$ cat src/rgd_pkg.sv
// Shared types, constants and helper functions of the roll gesture detector.
package rgd_pkg;

  // Number of samples kept in the window.
  localparam int unsigned WINDOW = 8;

  // Sum of the squares 1..n, used to size the weight accumulators.
  function automatic int unsigned weight_total(input int unsigned n);
    int unsigned acc;
    acc = 0;
    for (int unsigned k = 1; k <= n; k++) begin
      acc += k * k;
    end
    return acc;
  endfunction

  localparam int unsigned SUM_W  = $clog2(weight_total(WINDOW) + 1);
  localparam int unsigned PROD_W = SUM_W + 9;
  localparam int unsigned CNT_W  = $clog2(WINDOW + 1);

  // Weight of the delta that ends at window position pos.
  function automatic logic [SUM_W-1:0] pos_weight(input int unsigned pos);
    return SUM_W'((pos + 1) * (pos + 1));
  endfunction

  // Gesture codes.
  localparam logic [1:0] G_NONE  = 2'd0;
  localparam logic [1:0] G_LEFT  = 2'd1;
  localparam logic [1:0] G_RIGHT = 2'd2;

  // Item opcodes.
  localparam logic OP_SAMPLE = 1'b0;
  localparam logic OP_CLEAR  = 1'b1;

  // Configuration register indexes.
  localparam logic [1:0] CFG_ACT_THR  = 2'd0;
  localparam logic [1:0] CFG_GEST_THR = 2'd1;
  localparam logic [1:0] CFG_MIN_MS   = 2'd2;

  // Window control broadcast to every cell.
  typedef struct packed {
    logic clear;
    logic push;
    logic full;
  } cell_ctrl_t;

endpackage

$ cat src/roll_gesture_detector.sv
// Top level of the roll gesture detector: window cell chain, decision logic and ports.
//
// A roll sample is taken, stored in a chain of WINDOW cells, and answered once the weighted
// activity sums have rippled through the cell chain one cell per cycle and met the final
// threshold compare; the block takes no new item until that answer has gone into the output
// register, which a stalled output can hold back. A clear item is registered into the output
// in the cycle it is taken and leaves the block free in the next one. Configuration writes
// are always taken; there is no clearing pass after reset.
module roll_gesture_detector (
  input  logic        clk_i,
  input  logic        rst_ni,
  input  logic        in_valid_i,
  output logic        in_stall_o,
  input  logic        opcode_i,
  input  logic [15:0] roll_sample_i,
  input  logic [31:0] now_ms_i,
  output logic        out_valid_o,
  input  logic        out_stall_i,
  output logic        changed_o,
  output logic [1:0]  active_gesture_o,
  output logic [1:0]  recognized_gesture_o,
  input  logic        cfg_valid_i,
  output logic        cfg_ready_o,
  input  logic [1:0]  cfg_index_i,
  input  logic [15:0] cfg_data_i
);

  localparam logic S_IDLE = 1'b0;
  localparam logic S_EVAL = 1'b1;

  // Configuration registers.
  logic [14:0] act_thr_q;
  logic [8:0]  gest_thr_q;
  logic [15:0] min_ms_q;

  // Control and gesture state.
  logic                      state_q;
  logic [rgd_pkg::CNT_W-1:0] cnt_q;
  logic [1:0]                rec_q;
  logic [31:0]               rec_start_q;
  logic [1:0]                act_q;
  logic [31:0]               act_start_q;
  logic [15:0]               newest_q;
  logic [31:0]               now_q;

  // Output register.
  logic       out_valid_q;
  logic       changed_q;
  logic [1:0] act_out_q;
  logic [1:0] rec_out_q;

  // Cell chain signals.
  rgd_pkg::cell_ctrl_t       ctrl;
  logic [15:0]               samp  [rgd_pkg::WINDOW];
  logic                      valid [rgd_pkg::WINDOW];
  logic [rgd_pkg::SUM_W-1:0] psum  [rgd_pkg::WINDOW];
  logic [rgd_pkg::SUM_W-1:0] beta  [rgd_pkg::WINDOW];

  logic in_accept;
  logic out_free;
  logic decide;

  // Decision terms.
  logic [rgd_pkg::PROD_W-1:0] lhs;
  logic [rgd_pkg::PROD_W-1:0] rhs;
  logic                       likely;
  logic                       left;
  logic                       held;
  logic [31:0]                rec_age;
  logic [31:0]                act_age;
  logic [1:0]                 rec_d;
  logic [31:0]                rec_start_d;
  logic [1:0]                 act_d;
  logic [31:0]                act_start_d;
  logic                       changed_d;

  // Handshakes: a clear answers at once and so needs the output register free.
  assign out_free    = !out_valid_q || !out_stall_i;
  assign in_stall_o  = (state_q == S_EVAL) || ((opcode_i == rgd_pkg::OP_CLEAR) && !out_free);
  assign in_accept   = in_valid_i && !in_stall_o;
  assign cfg_ready_o = 1'b1;

  // Configuration writes.
  always_ff @(posedge clk_i or negedge rst_ni) begin
    if (!rst_ni) begin
      act_thr_q  <= 15'd41;
      gest_thr_q <= 9'd128;
      min_ms_q   <= 16'd500;
    end else if (cfg_valid_i && cfg_ready_o) begin
      unique case (cfg_index_i)
        rgd_pkg::CFG_ACT_THR:  act_thr_q  <= cfg_data_i[14:0];
        rgd_pkg::CFG_GEST_THR: gest_thr_q <= cfg_data_i[8:0];
        rgd_pkg::CFG_MIN_MS:   min_ms_q   <= cfg_data_i;
        default: ;
      endcase
    end
  end

  // Window control broadcast.
  assign ctrl.clear = in_accept && (opcode_i == rgd_pkg::OP_CLEAR);
  assign ctrl.push  = in_accept && (opcode_i == rgd_pkg::OP_SAMPLE);
  assign ctrl.full  = valid[rgd_pkg::WINDOW-1];

  // Chain of window cells, oldest sample in cell zero.
  for (genvar i = 0; i < rgd_pkg::WINDOW; i++) begin : g_cell
    logic [15:0]               prev_sample;
    logic                      prev_valid;
    logic [15:0]               next_sample;
    logic [rgd_pkg::SUM_W-1:0] psum_in;
    logic [rgd_pkg::SUM_W-1:0] beta_in;

    if (i == 0) begin : g_first
      assign prev_sample = '0;
      assign prev_valid  = 1'b1;
      assign psum_in     = '0;
      assign beta_in     = '0;
    end else begin : g_rest
      assign prev_sample = samp[i-1];
      assign prev_valid  = valid[i-1];
      assign psum_in     = psum[i-1];
      assign beta_in     = beta[i-1];
    end

    if (i == rgd_pkg::WINDOW - 1) begin : g_last
      assign next_sample = roll_sample_i;
    end else begin : g_mid
      assign next_sample = samp[i+1];
    end

    rgd_cell u_cell (
      .clk_i         (clk_i),
      .rst_ni        (rst_ni),
      .ctrl_i        (ctrl),
      .new_sample_i  (roll_sample_i),
      .prev_sample_i (prev_sample),
      .prev_valid_i  (prev_valid),
      .has_prev_i    (i != 0),
      .next_sample_i (next_sample),
      .weight_i      (rgd_pkg::pos_weight(i)),
      .act_thr_i     (act_thr_q),
      .psum_i        (psum_in),
      .beta_i        (beta_in),
      .sample_o      (samp[i]),
      .valid_o       (valid[i]),
      .psum_o        (psum[i]),
      .beta_o        (beta[i])
    );
  end

  // Sequencer: wait for the sums to reach the last cell, then decide.
  assign decide = (state_q == S_EVAL) && (cnt_q == '0) && out_free;

  always_ff @(posedge clk_i or negedge rst_ni) begin
    if (!rst_ni) begin
      state_q <= S_IDLE;
      cnt_q   <= '0;
    end else begin
      unique case (state_q)
        S_IDLE: begin
          if (ctrl.push) begin
            state_q <= S_EVAL;
            cnt_q   <= rgd_pkg::CNT_W'(rgd_pkg::WINDOW);
          end
        end
        S_EVAL: begin
          if (cnt_q != '0) begin
            cnt_q <= cnt_q - 1'b1;
          end else if (out_free) begin
            state_q <= S_IDLE;
          end
        end
        default: state_q <= S_IDLE;
      endcase
    end
  end

  always_ff @(posedge clk_i) begin
    if (ctrl.push) begin
      newest_q <= roll_sample_i;
      now_q    <= now_ms_i;
    end
  end

  // Likelihood compare: sum * 256 against threshold * total weight.
  assign lhs    = rgd_pkg::PROD_W'({psum[rgd_pkg::WINDOW-1], 8'd0});
  assign rhs    = rgd_pkg::PROD_W'(gest_thr_q) * rgd_pkg::PROD_W'(beta[rgd_pkg::WINDOW-1]);
  assign likely = lhs >= rhs;
  assign left   = $signed(newest_q) >= $signed(samp[0]);

  // Recognized and active gesture update.
  assign rec_age = now_q - rec_start_q;
  assign held    = (rec_q != rgd_pkg::G_NONE) && (rec_age < {16'd0, min_ms_q});

  always_comb begin
    rec_d       = rec_q;
    rec_start_d = rec_start_q;
    if (!held) begin
      if ((rec_q == rgd_pkg::G_NONE) && likely) begin
        rec_d       = left ? rgd_pkg::G_LEFT : rgd_pkg::G_RIGHT;
        rec_start_d = now_q;
      end else if ((rec_q != rgd_pkg::G_NONE) && !likely) begin
        rec_d = rgd_pkg::G_NONE;
      end
    end
  end

  assign act_age = now_q - act_start_q;

  always_comb begin
    act_d       = act_q;
    act_start_d = act_start_q;
    changed_d   = 1'b0;
    if ((act_q == rgd_pkg::G_NONE) && (rec_d != rgd_pkg::G_NONE) &&
        (act_age > {16'd0, min_ms_q})) begin
      act_d       = rec_d;
      act_start_d = rec_start_d;
      changed_d   = 1'b1;
    end else if (((act_q == rgd_pkg::G_LEFT) && (rec_d == rgd_pkg::G_RIGHT)) ||
                 ((act_q == rgd_pkg::G_RIGHT) && (rec_d == rgd_pkg::G_LEFT))) begin
      act_d       = rgd_pkg::G_NONE;
      act_start_d = rec_start_d;
      changed_d   = 1'b1;
    end
  end

  always_ff @(posedge clk_i or negedge rst_ni) begin
    if (!rst_ni) begin
      rec_q       <= rgd_pkg::G_NONE;
      rec_start_q <= '0;
      act_q       <= rgd_pkg::G_NONE;
      act_start_q <= '0;
    end else if (ctrl.clear) begin
      rec_q       <= rgd_pkg::G_NONE;
      rec_start_q <= now_ms_i;
      act_q       <= rgd_pkg::G_NONE;
      act_start_q <= now_ms_i;
    end else if (decide) begin
      rec_q       <= rec_d;
      rec_start_q <= rec_start_d;
      act_q       <= act_d;
      act_start_q <= act_start_d;
    end
  end

  // Output register: loaded on a clear or a decision, freed by a transfer.
  always_ff @(posedge clk_i or negedge rst_ni) begin
    if (!rst_ni) begin
      out_valid_q <= 1'b0;
    end else if (ctrl.clear || decide) begin
      out_valid_q <= 1'b1;
    end else if (!out_stall_i) begin
      out_valid_q <= 1'b0;
    end
  end

  always_ff @(posedge clk_i) begin
    if (ctrl.clear) begin
      changed_q <= 1'b0;
      act_out_q <= rgd_pkg::G_NONE;
      rec_out_q <= rgd_pkg::G_NONE;
    end else if (decide) begin
      changed_q <= changed_d;
      act_out_q <= act_d;
      rec_out_q <= rec_d;
    end
  end

  assign out_valid_o          = out_valid_q;
  assign changed_o            = changed_q;
  assign active_gesture_o     = act_out_q;
  assign recognized_gesture_o = rec_out_q;

endmodule

$ cat src/rgd_cell.sv
// One window cell: holds a sample, scores its delta and passes the weight sums on.
module rgd_cell (
  input  logic                      clk_i,
  input  logic                      rst_ni,
  input  rgd_pkg::cell_ctrl_t       ctrl_i,
  input  logic [15:0]               new_sample_i,
  input  logic [15:0]               prev_sample_i,
  input  logic                      prev_valid_i,
  input  logic                      has_prev_i,
  input  logic [15:0]               next_sample_i,
  input  logic [rgd_pkg::SUM_W-1:0] weight_i,
  input  logic [14:0]               act_thr_i,
  input  logic [rgd_pkg::SUM_W-1:0] psum_i,
  input  logic [rgd_pkg::SUM_W-1:0] beta_i,
  output logic [15:0]               sample_o,
  output logic                      valid_o,
  output logic [rgd_pkg::SUM_W-1:0] psum_o,
  output logic [rgd_pkg::SUM_W-1:0] beta_o
);

  logic [15:0]               sample_q;
  logic                      valid_q;
  logic [rgd_pkg::SUM_W-1:0] psum_q;
  logic [rgd_pkg::SUM_W-1:0] beta_q;
  logic                      take_new;
  logic                      shift_in;
  logic signed [16:0]        delta;
  logic [16:0]               mag;
  logic                      active;

  // The first empty cell takes a new sample; a full window shifts toward cell zero.
  assign take_new = ctrl_i.push && !ctrl_i.full && !valid_q && prev_valid_i;
  assign shift_in = ctrl_i.push && ctrl_i.full;

  always_ff @(posedge clk_i or negedge rst_ni) begin
    if (!rst_ni) begin
      valid_q <= 1'b0;
    end else if (ctrl_i.clear) begin
      valid_q <= 1'b0;
    end else if (take_new) begin
      valid_q <= 1'b1;
    end
  end

  always_ff @(posedge clk_i) begin
    if (shift_in) begin
      sample_q <= next_sample_i;
    end else if (take_new) begin
      sample_q <= new_sample_i;
    end
  end

  // Magnitude of the change from the older neighbor.
  assign delta  = $signed({sample_q[15], sample_q}) - $signed({prev_sample_i[15], prev_sample_i});
  assign mag    = delta[16] ? 17'(-delta) : 17'(delta);
  assign active = valid_q && has_prev_i && (mag > {2'b00, act_thr_i});

  // Running sums move one cell further along the chain every cycle.
  always_ff @(posedge clk_i) begin
    psum_q <= psum_i + (active ? weight_i : '0);
    beta_q <= beta_i + (valid_q ? weight_i : '0);
  end

  assign sample_o = sample_q;
  assign valid_o  = valid_q;
  assign psum_o   = psum_q;
  assign beta_o   = beta_q;

endmodule

$ cat config.mk
export PLATFORM = sky130hd
export DESIGN_NAME = roll_gesture_detector
export DESIGN_NICKNAME = d
export VERILOG_FILES = /design/src/rgd_pkg.sv /design/src/roll_gesture_detector.sv /design/src/rgd_cell.sv
export SDC_FILE = /design/constraint.sdc
export NUM_CORES = 1
export LEC_CHECK = 0
export BUFFER_PORTS_ARGS = -buffer_cell sky130_fd_sc_hd__buf_2
export CAP_MARGIN = 20
export CELL_PAD_IN_SITES_DETAIL_PLACEMENT = 1
export CELL_PAD_IN_SITES_GLOBAL_PLACEMENT = 2
export CORE_UTILIZATION = 37
export DETAILED_ROUTE_END_ITERATION = 8
export GPL_TIMING_DRIVEN = 0
export PLACE_DENSITY_LB_ADDON = 0.12
export SYNTH_ARGS = -nofsm -noshare
export SYNTH_HDL_FRONTEND = slang
export SYNTH_SLANG_ARGS = --single-unit
$ cat constraint.sdc
create_clock -name clk_i -period 7.1 [get_ports clk_i]
set_input_delay 1.065 -clock clk_i [delete_from_list [all_inputs] [get_ports clk_i]]
set_output_delay 1.065 -clock clk_i [all_outputs]
set_load 0.01 [all_outputs]
==> Word level (Yosys, flattened, before mapping) <==
Index checks and enable logic that the tools add are counted.
W data, S select, Z words.
{ "op_classes": {"add_sub_neg": 30, "multipliers": 1, "magnitude_cmp": 11, "n_eq_ne": 9, "n_mux": 83, "bitwise_logic": 2, "reduce_logical": 84} }
{ "op_table": {"columns": ["cell", "n"], "rows": [
  ["$mux W16", 16],
  ["$mux W32", 8],
  ["$gt A17 B15 Y1", 7],
  ["$mux W17", 7],
  ["$neg A17 Y17", 7],
  ["$sub A16 B16 Y17", 7],
  ["$add A8 B8 Y8", 13],
  ["$sub A32 B32 Y32", 2],
  ["$reduce_bool A2 Y1", 19],
  ["$logic_and A1 B1 Y1", 37],
  ["$gt A32 B16 Y1", 1],
  ["$lt A32 B16 Y1", 1],
  ["$mux W1", 24],
  ["$mux W6", 4],
  ["$mux W2", 10],
  ["$mux W5", 4],
  ["$ge A16 B17 Y1", 1],
  ["$mul A9 B8 Y17", 1],
  ["$ge A16 B16 Y1", 1],
  ["$mux W4", 4],
  ["$mux W7", 2],
  ["$logic_not A1 Y1", 13],
  ["$reduce_and A2 Y1", 5],
  ["$pmux W4 S2", 1],
  ["other kinds (12)", 25]
]} }
{ "word_totals": {"ff_bits": 423, "in_bits": 72, "output_inout_bits": 8} }

==> Depth between registers and ports, before layout <==
Gate-level depths: netlist (run 1).
{ "depth": {"depth_word": 14, "mapped_depth": 35} }

==> Modules after synthesis <==
Synthesis (run 1) repeated with hierarchy kept, for this count alone.
{ "unflattened": {"cells_unflattened": 4690, "area_unflattened_um2": 41644.9} }
{ "modules_own_cells": {"columns": ["mod", "instances", "cells_each", "area_per_inst_um2", "seq_area_each_um2"], "rows": [
  ["roll_gesture_detector", 1, 1623, 14592.7, 4406.7],
  ["rgd_cell at g_cell[0].u_cell ...", 4, 382, 3375.7, 825.8],
  ["rgd_cell at g_cell[2].u_cell ...", 3, 383, 3375.7, 825.8],
  ["rgd_cell at g_cell[5].u_cell", 1, 390, 3422.0, 825.8]
]} }

==> Worst setup path after synthesis (run 1) <==
Ideal clock, no wire load.
{ "synth_path": {"path_kind": "register to register", "from": "register gest_thr_q[0]", "to": "register act_start_q[10]", "setup_time_ns": 0.139, "arrival_time_ns": 6.766, "t_required_ns": 6.961, "slack_ns": 0.195, "stages_incl_launch_ff": 33, "synth_period_minus_slack_ns": 6.905, "path_cell_list": "dfrtp_1 nand2_1 fa_1 fa_1 inv_1 fa_1 inv_1 fa_1 inv_1 ha_1 a21boi_0 o21ai_0 nand2_1 a21o_1 a21o_1 a21o_1 a21o_1 a21o_1 a21oi_1 xor2_1 ha_1 nand4_1 nor2_1 o21ai_0 nand3_1 o21ai_0 nor3b_1 o32a_1 o21ai_2 buf_6 buf_8 a41o_1 or4_1"} }
{ "synth_via": {"elab_chain_cells": 13, "word_cells_on_any_way": 24} }
{ "synth_rtl": {"columns": ["element", "line", "source"], "rows": [
  ["start, declared", "roll_gesture_detector.sv:33", "logic [8:0] gest_thr_q;"],
  ["start signal, assigned", "roll_gesture_detector.sv:92", "rgd_pkg::CFG_GEST_THR: gest_thr_q <= cfg_data_i[8:0];"],
  ["$mul A9 B8 Y17 (*)", "roll_gesture_detector.sv:186", "assign rhs = rgd_pkg::PROD_W'(gest_thr_q) * rgd_pkg::PROD_W'(beta[rgd_pkg::WINDOW-1]);"],
  ["$ge A16 B17 Y1 (*)", "roll_gesture_detector.sv:187", "assign likely = lhs >= rhs;"],
  ["$logic_not A1 Y1", "roll_gesture_detector.sv:201", "end else if ((rec_q != rgd_pkg::G_NONE) && !likely) begin"],
  ["$logic_and A1 B1 Y1", "roll_gesture_detector.sv:201", null],
  ["$mux W2", "roll_gesture_detector.sv:201", null],
  ["$mux W2", "roll_gesture_detector.sv:198", "if ((rec_q == rgd_pkg::G_NONE) && likely) begin"],
  ["$mux W2", "roll_gesture_detector.sv:197", "if (!held) begin"],
  ["$reduce_bool A2 Y1", "roll_gesture_detector.sv:213", "if ((act_q == rgd_pkg::G_NONE) && (rec_d != rgd_pkg::G_NONE) &&"],
  ["$logic_and A1 B1 Y1 (2 in a row)", "roll_gesture_detector.sv:213", null],
  ["$mux W32", "roll_gesture_detector.sv:213", null],
  ["$mux W32", "roll_gesture_detector.sv:237", "end else if (decide) begin"],
  ["$mux W32", "roll_gesture_detector.sv:232", "end else if (ctrl.clear) begin"],
  ["end signal, assigned", "roll_gesture_detector.sv:236", "act_start_q <= now_ms_i;"],
  ["end signal, assigned", "roll_gesture_detector.sv:241", "act_start_q <= act_start_d;"],
  ["end, declared", "roll_gesture_detector.sv:42", "logic [31:0] act_start_q;"]
]} }
Every way passes the cells marked *; elsewhere a longest branch is shown, timed or not. The select of a mux whose other input is x is not followed.
A chain may end at the register's enable or synchronous reset.

==> Worst setup path in the final report (run 1) <==
{ "layout_path": {"from": "register g_cell[7].u_cell.beta_q (netlist bit g_cell[7].u_cell.beta_o[2])", "to": "register act_start_q[16]"} }
{ "layout_via": {"elab_chain_cells": 13, "word_cells_on_any_way": 24} }
{ "layout_rtl": {"columns": ["element", "line", "source"], "rows": [
  ["start, declared", "rgd_cell.sv:24", "logic [rgd_pkg::SUM_W-1:0] beta_q;"],
  ["start signal, assigned", "rgd_cell.sv:61", "beta_q <= beta_i + (valid_q ? weight_i : '0);"],
  ["$mul A9 B8 Y17 (*)", "roll_gesture_detector.sv:186", null],
  ["$ge A16 B17 Y1 (*)", "roll_gesture_detector.sv:187", null],
  ["$logic_not A1 Y1", "roll_gesture_detector.sv:201", null],
  ["$logic_and A1 B1 Y1", "roll_gesture_detector.sv:201", null],
  ["$mux W2", "roll_gesture_detector.sv:201", null],
  ["$mux W2", "roll_gesture_detector.sv:198", null],
  ["$mux W2", "roll_gesture_detector.sv:197", null],
  ["$reduce_bool A2 Y1", "roll_gesture_detector.sv:213", null],
  ["$logic_and A1 B1 Y1 (2 in a row)", "roll_gesture_detector.sv:213", null],
  ["$mux W32", "roll_gesture_detector.sv:213", null],
  ["$mux W32", "roll_gesture_detector.sv:237", null],
  ["$mux W32", "roll_gesture_detector.sv:232", null]
]} }
Marks and branches as above.

==> impl_metrics.csv, run 1 <==
group,metric,value,unit
run_status,status,"complete, but fails checks",
run_status,violations,"negative setup slack",
logic_synthesis,synth_area_per_cell,8.90,µm²
layout,drive_gt1_frac,0.104,
sta,tightest_slew,1.02,ns
logic_synthesis,synth_area_leaders,"edfxtp_1, ha_1, dfrtp_1",
worst_setup_path,cp.arrival,7.65,ns
worst_setup_path,cpPeakStageDelay,0.52,ns
drt,drc,0,
logic_synthesis,netlist_top_cells_count,"ha_1, inv_1, nand2_1, o21ai_0, a21oi_1",
sta,fin_skew,0.0274,ns
cts,h-tree-depth,2,
logic_synthesis,yosysTopAreaCell,"edfxtp_1",
logic_synthesis,synth_edf_count,176,
hold_path,min_path_type,"reg2reg",
floorplanning,die_w,297,µm
cts,cts_sinks,378,
logic_synthesis,synth_xor_area_frac,0.0650,
drt,ant_nets,0,
sta,hold_viol_final,0,
place,post_dp_cell_area,34100,µm²
logic_synthesis,synth.cell_area,32200,µm²
cts,path_clk_slew,0.06,ns
logic_synthesis,syn-instance-count,3619,
logic_synthesis,synth-async-reset-ratio,0.323,
drt,vias_per_cell,5.70,
drt,drt_wl_total,119,mm
sta,relSlewSlack,0.319,
logic_synthesis,yosysMostFrequentCell,"ha_1",
worst_setup_path,crit_path_end_kind,"flip-flop",
global_routing,grt_pass1_vias,29800,
floorplanning,core,85700,µm²
layout,finish.net_count,4316,
cts,insertion_delay,0.62,ns
logic_synthesis,syn-num-nets,4144,
logic_synthesis,ys_warn_count,0,
logic_synthesis,ys_types,107,
place,io_buffers,78,
layout,antennaDiodeCount,0,
sta,setup_violations,19,
cts,root_buffer,"clkbuf_16",
logic_synthesis,synth_mux_area_frac,0.0153,
cts,cts_tree,"yes",
global_routing,grtUsageMet1,0.326,
place,place_ws,-2.07,ns
global_routing,antenna_found_initial,0,
floorplanning,dieArea,88200,µm²
floorplanning,ios,80,
layout,area_growth,13.5,%
logic_synthesis,synth_compound_area_frac,0.189,
sta,whs,0.324,ns
floorplanning,placementRows,107,
power_and_ir_drop,power_per_cell_area,444,nW/µm²
cts,postCtsHoldBufs,0,
place,placed_cells,4848,
sta,max_freq,0.140,GHz
worst_setup_path,cp_data_required_time,7.59,ns
place,hpwl,94.6,mm
worst_setup_path,crit_slowest_cell,"fa_1",
sta,rsz0062_at_grt,"true",
worst_setup_path,path_max_fanout,9,
drt,wl_per_cell,24.0,µm
global_routing,track_usage,0.265,
drt,drt_first_pass_iters,5,
power_and_ir_drop,vdd_drop_max,0.299,mV
cts,numCtsBuffers,47,
sta,setup_slack,-0.0605,ns
power_and_ir_drop,p_leak,16.4,nW
sta,fin_tns_setup,-0.659,ns
global_routing,grt_use_met3,0.0229,
sta,drv_slew,0,
layout,final_area,36600,µm²
global_routing,grt-ovfl-total,0,
logic_synthesis,yosysSeqAreaShare,0.309,
job,maxCapViolations,0,
global_routing,grtUsageMet2,0.475,
logic_synthesis,synth_top_family_by_area,"compound AO/OA/AOI/OAI gates",
drt,drt_iter0_markers,1440,
logic_synthesis,synth_fa_ha_area_frac,0.188,
cts,clockBufferDepth,3,
global_routing,grt_max_degree,82,
worst_setup_path,criticalPathCategory,"reg2reg",
floorplanning,die_h,297,µm
logic_synthesis,synth_simple_gate_area_frac,0.174,
logic_synthesis,synthDominantCellAreaShare,0.164,
layout,stdcell_count,4973,
drt,num_vias,28300,
global_routing,grt_busiest_layer,"met2",
place,place.gp.congestion,0.896,
logic_synthesis,ys_ff_latch,378,
floorplanning,initial_core_util,0.376,
logic_synthesis,synthFlopType,"edfxtp_1",
sta,min_period,7.16,ns
sta,period_share,1.01,
worst_setup_path,crit_top_cell,"a21o_1",
worst_setup_path,start_kind,"flip-flop",
global_routing,grt_pass1_wl,181,mm
[state kept, by name (all words and copies together), names as in the netlist]
name                    cells
g_cell.u_cell.valid_o       8
gest_thr_q                  9
g_cell.u_cell.sample_o    128
act_thr_q                  15
cnt_q                       4
newest_q                   16
active_gesture_o            2
state_q                     1
g_cell.u_cell.psum_o       34
rec_start_q                32
changed_o                   1
act_start_q                32
min_ms_q                   16
rec_q                       2
act_q                       2
recognized_gesture_o        2
now_q                      32
out_valid_o                 1
g_cell.u_cell.beta_o       41
[metrics by stage]
step                      total power, mW   util
after global routing                 17.4  0.427
after global placement               12.2  0.397
after floorplan                      9.47      -
final                                16.2  0.427
after CTS                            15.8  0.422
after detailed placement             12.6  0.399
[layout by cell type, fill, tap and decap left out, types with 24 or more instances in the layout]
master and n:
inv_1 357, nand4_1 42, or3_1 34, or4_1 41, nand2_1 293, nand3_1 60
a21oi_1 226, ha_1 395, a21o_1 65, dfxtp_1 74, o22ai_1 36, edfxtp_1 176
clkbuf_16 58, o21ai_0 247, dfrtp_1 106, xnor2_1 167, nor2_1 218, nand2b_1 24
nor3_1 94, a41o_1 39, and2_1 100, buf_2 91, xor2_1 71, fa_1 49
and4_1 38, clkbuf_1 65, o31ai_1 27, mux2_2 35, buf_4 41, nor2b_1 44
o21a_1 64
[worst paths after layout]
kind                            slack, ns  depth (start not counted)                  startpoint                         end
worst max-delay path                -0.06                         33  g_cell[7].u_cell.beta_o[2]             act_start_q[16]
worst min-delay path                 0.32                          0  g_cell[4].u_cell.beta_o[0]  g_cell[5].u_cell.beta_o[0]
worst max register to register      -0.06                         33  g_cell[7].u_cell.beta_o[2]             act_start_q[16]
worst min register to register       0.32                          0  g_cell[4].u_cell.beta_o[0]  g_cell[5].u_cell.beta_o[0]
max in group asynchronous            5.85                          2                      rst_ni                act_thr_q[3]
min in group asynchronous            0.36                          1                      rst_ni             rec_start_q[23]
[logic make-up (layout without fill, tap and decap cells)]
| family | after synthesis | in the layout |
|---|---|---|
| and+or+nand+nor | 1094 | 1094 |
| AOI/OAI and AO/OA | 938 | 938 |
| xor gates and xnor gates | 239 | 239 |
| muxes | 45 | 45 |
| buffers and inverters | 471 | 681 |
| adders and majority gates | 453 | 453 |
| other | 1 | 1 |
| DFF | 378 | 378 |
[cell type report]
class	instances	area, µm²
fill	10000	49100
clock inverter	18	146
tap	1144	1430
timing repair buffer	124	902
multi-input combinational	2770	20600
buffer	108	671
clock buffer	69	1430
inverter	362	1360
sequential	378	9980
[layer usage]
| layer | up-vias | part of all wire |
|---|---|---|
| li1 | 13400 | - |
| met1 | 14200 | 0.43 |
| met2 | 549 | 0.50 |
| met3 | 221 | 0.033 |
| met4 | 0 | 0.042 |
| met5 | - | 0 |
[worst max-delay path: cells and delay by family, from the launching register on]
kind / cells / cell delay (ns)
xor+xnor: 1 / 0.09
simple gates: 7 / 1.26
flops: 1 / 0.46
buf+inv: 6 / 0.63
compound gates: 13 / 2.06
fa+ha+maj: 6 / 2.51
[report_power, final]
group	total [mW]	leakage [nW]	switching, mW	internal, mW
logic	10.5	11.9	6.31	4.16
clock network	2.48	0.774	1.04	1.44
registers	3.30	3.67	0.454	2.85
total	16.2	16.4	7.81	8.44
[repair_timing]
item	4_1_cts	5_1_grt
setup endpoints to repair	75	71
buffers inserted	18	15
cloned	2	4
pin swaps	38	40
resized for setup	86	56
Note: power is estimated with default switching activity, not from simulation.
==> run 2, diff against run 1 <==
--- a/config.mk
+++ b/config.mk
@@ -5,11 +5,12 @@
 export SDC_FILE = /design/constraint.sdc
 export NUM_CORES = 1
 export LEC_CHECK = 0
+export ABC_AREA = 1
 export BUFFER_PORTS_ARGS = -buffer_cell sky130_fd_sc_hd__buf_2
 export CAP_MARGIN = 20
 export CELL_PAD_IN_SITES_DETAIL_PLACEMENT = 1
 export CELL_PAD_IN_SITES_GLOBAL_PLACEMENT = 2
-export CORE_UTILIZATION = 37
+export CORE_UTILIZATION = 35
 export DETAILED_ROUTE_END_ITERATION = 8
 export GPL_TIMING_DRIVEN = 0
 export PLACE_DENSITY_LB_ADDON = 0.12
==> impl_metrics.csv, run 2 <==
group,metric,value,unit
worst_setup_path,cpPeakStageDelay,0.65,ns
worst_setup_path,cp_data_required_time,7.63,ns
floorplanning,placementRows,111,
cts,root_buffer,"clkbuf_16",
worst_setup_path,critical_path.top_delay_family,"adder cells",
floorplanning,initial_core_util,0.353,
worst_setup_path,cp.arrival,7.13,ns
drt,wl_met2,56.4,mm
logic_synthesis,yosysMostFrequentCell,"nand2_1",
logic_synthesis,syn-instance-count,4333,
worst_setup_path,rrSetupSlack,0.51,ns
place,hpwl,94.3,mm
cts,path_clk_slew,0.06,ns
layout,antennaDiodeCount,0,
power_and_ir_drop,power,13.6,mW
cts,insertion_delay,0.61,ns
worst_setup_path,crit_slowest_cell,"dfstp_2",
global_routing,grt-ovfl-total,0,
cts,postCtsHoldBufs,0,
floorplanning,dieArea,93500,µm²
logic_synthesis,ys_types,63,
logic_synthesis,netlist_top_cells_count,"nand2_1, inv_1, ha_1, o21ai_0, nor2_1",
cts,h-tree-depth,2,
drt,num_vias,28300,
place,io_buffers,78,
layout,largest_reg_flops,128,
sta,relSlewSlack,0.346,
sta,max_freq,0.152,GHz
drt,drt_iter0_markers,1357,
cts,clockBufferDepth,3,
worst_setup_path,path_max_fanout,10,
worst_setup_path,r2r-end,"act_start_q[0]",
drt,top_layer,"met4",
logic_synthesis,synth-async-reset-ratio,0.323,
power_and_ir_drop,vdd_drop_max,0.196,mV
drt,drt-met1-wl,51.3,mm
power_and_ir_drop,power_per_cell_area,382,nW/µm²
floorplanning,ios,80,
worst_setup_path,crit_path_end_kind,"flip-flop",
sta,drv_slew,0,
worst_setup_path,start_kind,"flip-flop",
cts,cts_sinks,378,
layout,stdcell_count,5670,
sta,period_share,0.928,
floorplanning,core,91500,µm²
global_routing,grt_pass1_vias,29400,
sta,fin_skew,0.0214,ns
place,place.gp.congestion,0.862,
logic_synthesis,synth.cell_area,32300,µm²
drt,drc,0,
cts,numCtsBuffers,45,
drt,drt_wl_total,113,mm
layout,drive_gt1_frac,0.0560,
layout,layout_commonest_cell,"nand2_1",
logic_synthesis,syn-num-nets,4858,
layout,area_growth,10.4,%
global_routing,antenna_found_initial,0,
sta,hold_viol_final,0,
drt,ant_nets,0,
layout,layout_common_cells,"nand2_1, inv_1, ha_1, o21ai_0, nor2_1",
logic_synthesis,ys_ff_latch,378,
global_routing,track_usage,0.243,
run_status,status,"completed",
worst_setup_path,path_buf_inv,5,
drt,drt_first_pass_iters,5,
cts,cts_tree,"yes",
logic_synthesis,yosysTopAreaCell,"edfxtp_1",
logic_synthesis,synth_area_per_cell,7.45,µm²
floorplanning,die_h,306,µm
layout,finish.net_count,4972,
worst_setup_path,crit_start,"gest_thr_q[7]",
worst_setup_path,criticalPathCategory,"reg2reg",
sta,rsz0062_at_grt,"false",
logic_synthesis,synthFlopType,"edfxtp_1",
logic_synthesis,ys_warn_count,0,
worst_setup_path,reg2reg_depth,27,
drt,vias_per_cell,5.00,
sta,setup_violations,0,
worst_setup_path,cp_num_cells,27,
sta,min_period,6.59,ns
floorplanning,die_w,306,µm
sta,tightest_slew,0.980,ns
layout,fill_cells,11300,
worst_setup_path,crit_end,"act_start_q[0]",
logic_synthesis,synth_area_leaders,"edfxtp_1, ha_1, nand2_1",
layout,seq_area,9960,µm²
logic_synthesis,yosysSeqAreaShare,0.308,
power_and_ir_drop,p_leak,18.3,nW
global_routing,grt_pass1_wl,174,mm
hold_path,min_path_type,"reg2reg",
job,maxCapViolations,0,
logic_synthesis,synth_edf_count,176,
global_routing,grt_max_degree,65,
place,placed_cells,5599,
drt,dr_wl_met3,2.79,mm
layout,multi_input_area,19100,µm²
drt,wl_per_cell,20.0,µm
worst_setup_path,rr_startpoint,"gest_thr_q[7]",
logic_synthesis,synthDominantCellAreaShare,0.164,
-- run 2: cell types whose count changed after synthesis, sizes merged, moves of 54 or more --
cell   previous run  this run
xor2             71       194
inv             361       767
o21ai           265       341
a21o             65        11
nor3             94        39
o21a             65         6
nand3            61       258
xnor2           168        49
nand2           300      1093
and2            105         2
-- run 2: layout make-up --
class,count,area share
Multi-Input combinational cell,3103,0.536
Sequential cell,378,0.279
Inverter,772,0.0813
Tap cell,1186,0.0416
Clock buffer,60,0.0344
Timing Repair Buffer,81,0.0127
Buffer,66,0.00895
Clock inverter,24,0.00586
-- run 2: through the flow --
stage | worst slack (ns) | TNS (ns) | area (µm²) | hold WS, ns | util
floorplan | 1.26 | 0 | 32300 | 0.310 | -
global placement | -0.141 | -1.83 | 34200 | 0.310 | 0.373
detailed placement | -0.156 | -3.55 | 34200 | 0.313 | 0.374
CTS | 0.0238 | 0 | 35700 | 0.326 | 0.390
global route | 0.00723 | 0 | 35700 | 0.330 | 0.390
finish | 0.509 | 0 | 35700 | 0.324 | 0.390
-- run 2: cells by family after synthesis --
logic type / count (synthesis) / share of synthesized area
AND/OR/NAND/NOR: 1732 / 0.226
flip-flops: 378 / 0.308
adder cells (fa/ha/maj): 453 / 0.188
other: 1 / 0.000116
buffers and inverters: 852 / 0.101
XOR/XNOR: 243 / 0.0659
AO/OA/AOI/OAI: 674 / 0.111
-- run 2: worst min path at each step --
stage | cells past startpoint | to | slack, ns | from
floorplan | 0 | g_cell[1].u_cell.beta_o[0] | 0.31 | g_cell[0].u_cell.beta_o[0]
global placement | 0 | g_cell[7].u_cell.psum_o[5] | 0.31 | g_cell[6].u_cell.psum_o[5]
detailed placement | 0 | g_cell[5].u_cell.psum_o[1] | 0.31 | g_cell[4].u_cell.psum_o[1]
CTS | 0 | g_cell[7].u_cell.beta_o[1] | 0.33 | g_cell[6].u_cell.beta_o[1]
global route | 0 | g_cell[7].u_cell.beta_o[1] | 0.33 | g_cell[6].u_cell.beta_o[1]
finish | 0 | g_cell[7].u_cell.beta_o[1] | 0.32 | g_cell[6].u_cell.beta_o[1]
-- run 2: what timing repair did --
item | in CTS | in global routing
pin swaps | 0 | 2
setup buffers | 0 | 1
resized for setup | 7 | 25
endpoints found under the hold margin | 0 | 0
endpoints found under the setup margin | 65 | 69
-- run 2: power breakdown --
group | internal, mW | total, mW | leakage [nW] | switching [mW]
logic | 2.77 | 8.16 | 13.8 | 5.38
clock network | 1.30 | 2.30 | 0.709 | 1.01
registers | 2.82 | 3.16 | 3.77 | 0.343
-- run 2: metal layers --
metal,up-vias,global-route usage
li1,14200,-
met1,13600,0.311
met2,373,0.438
met3,110,0.0190
met4,0,0.0621
met5,-,0
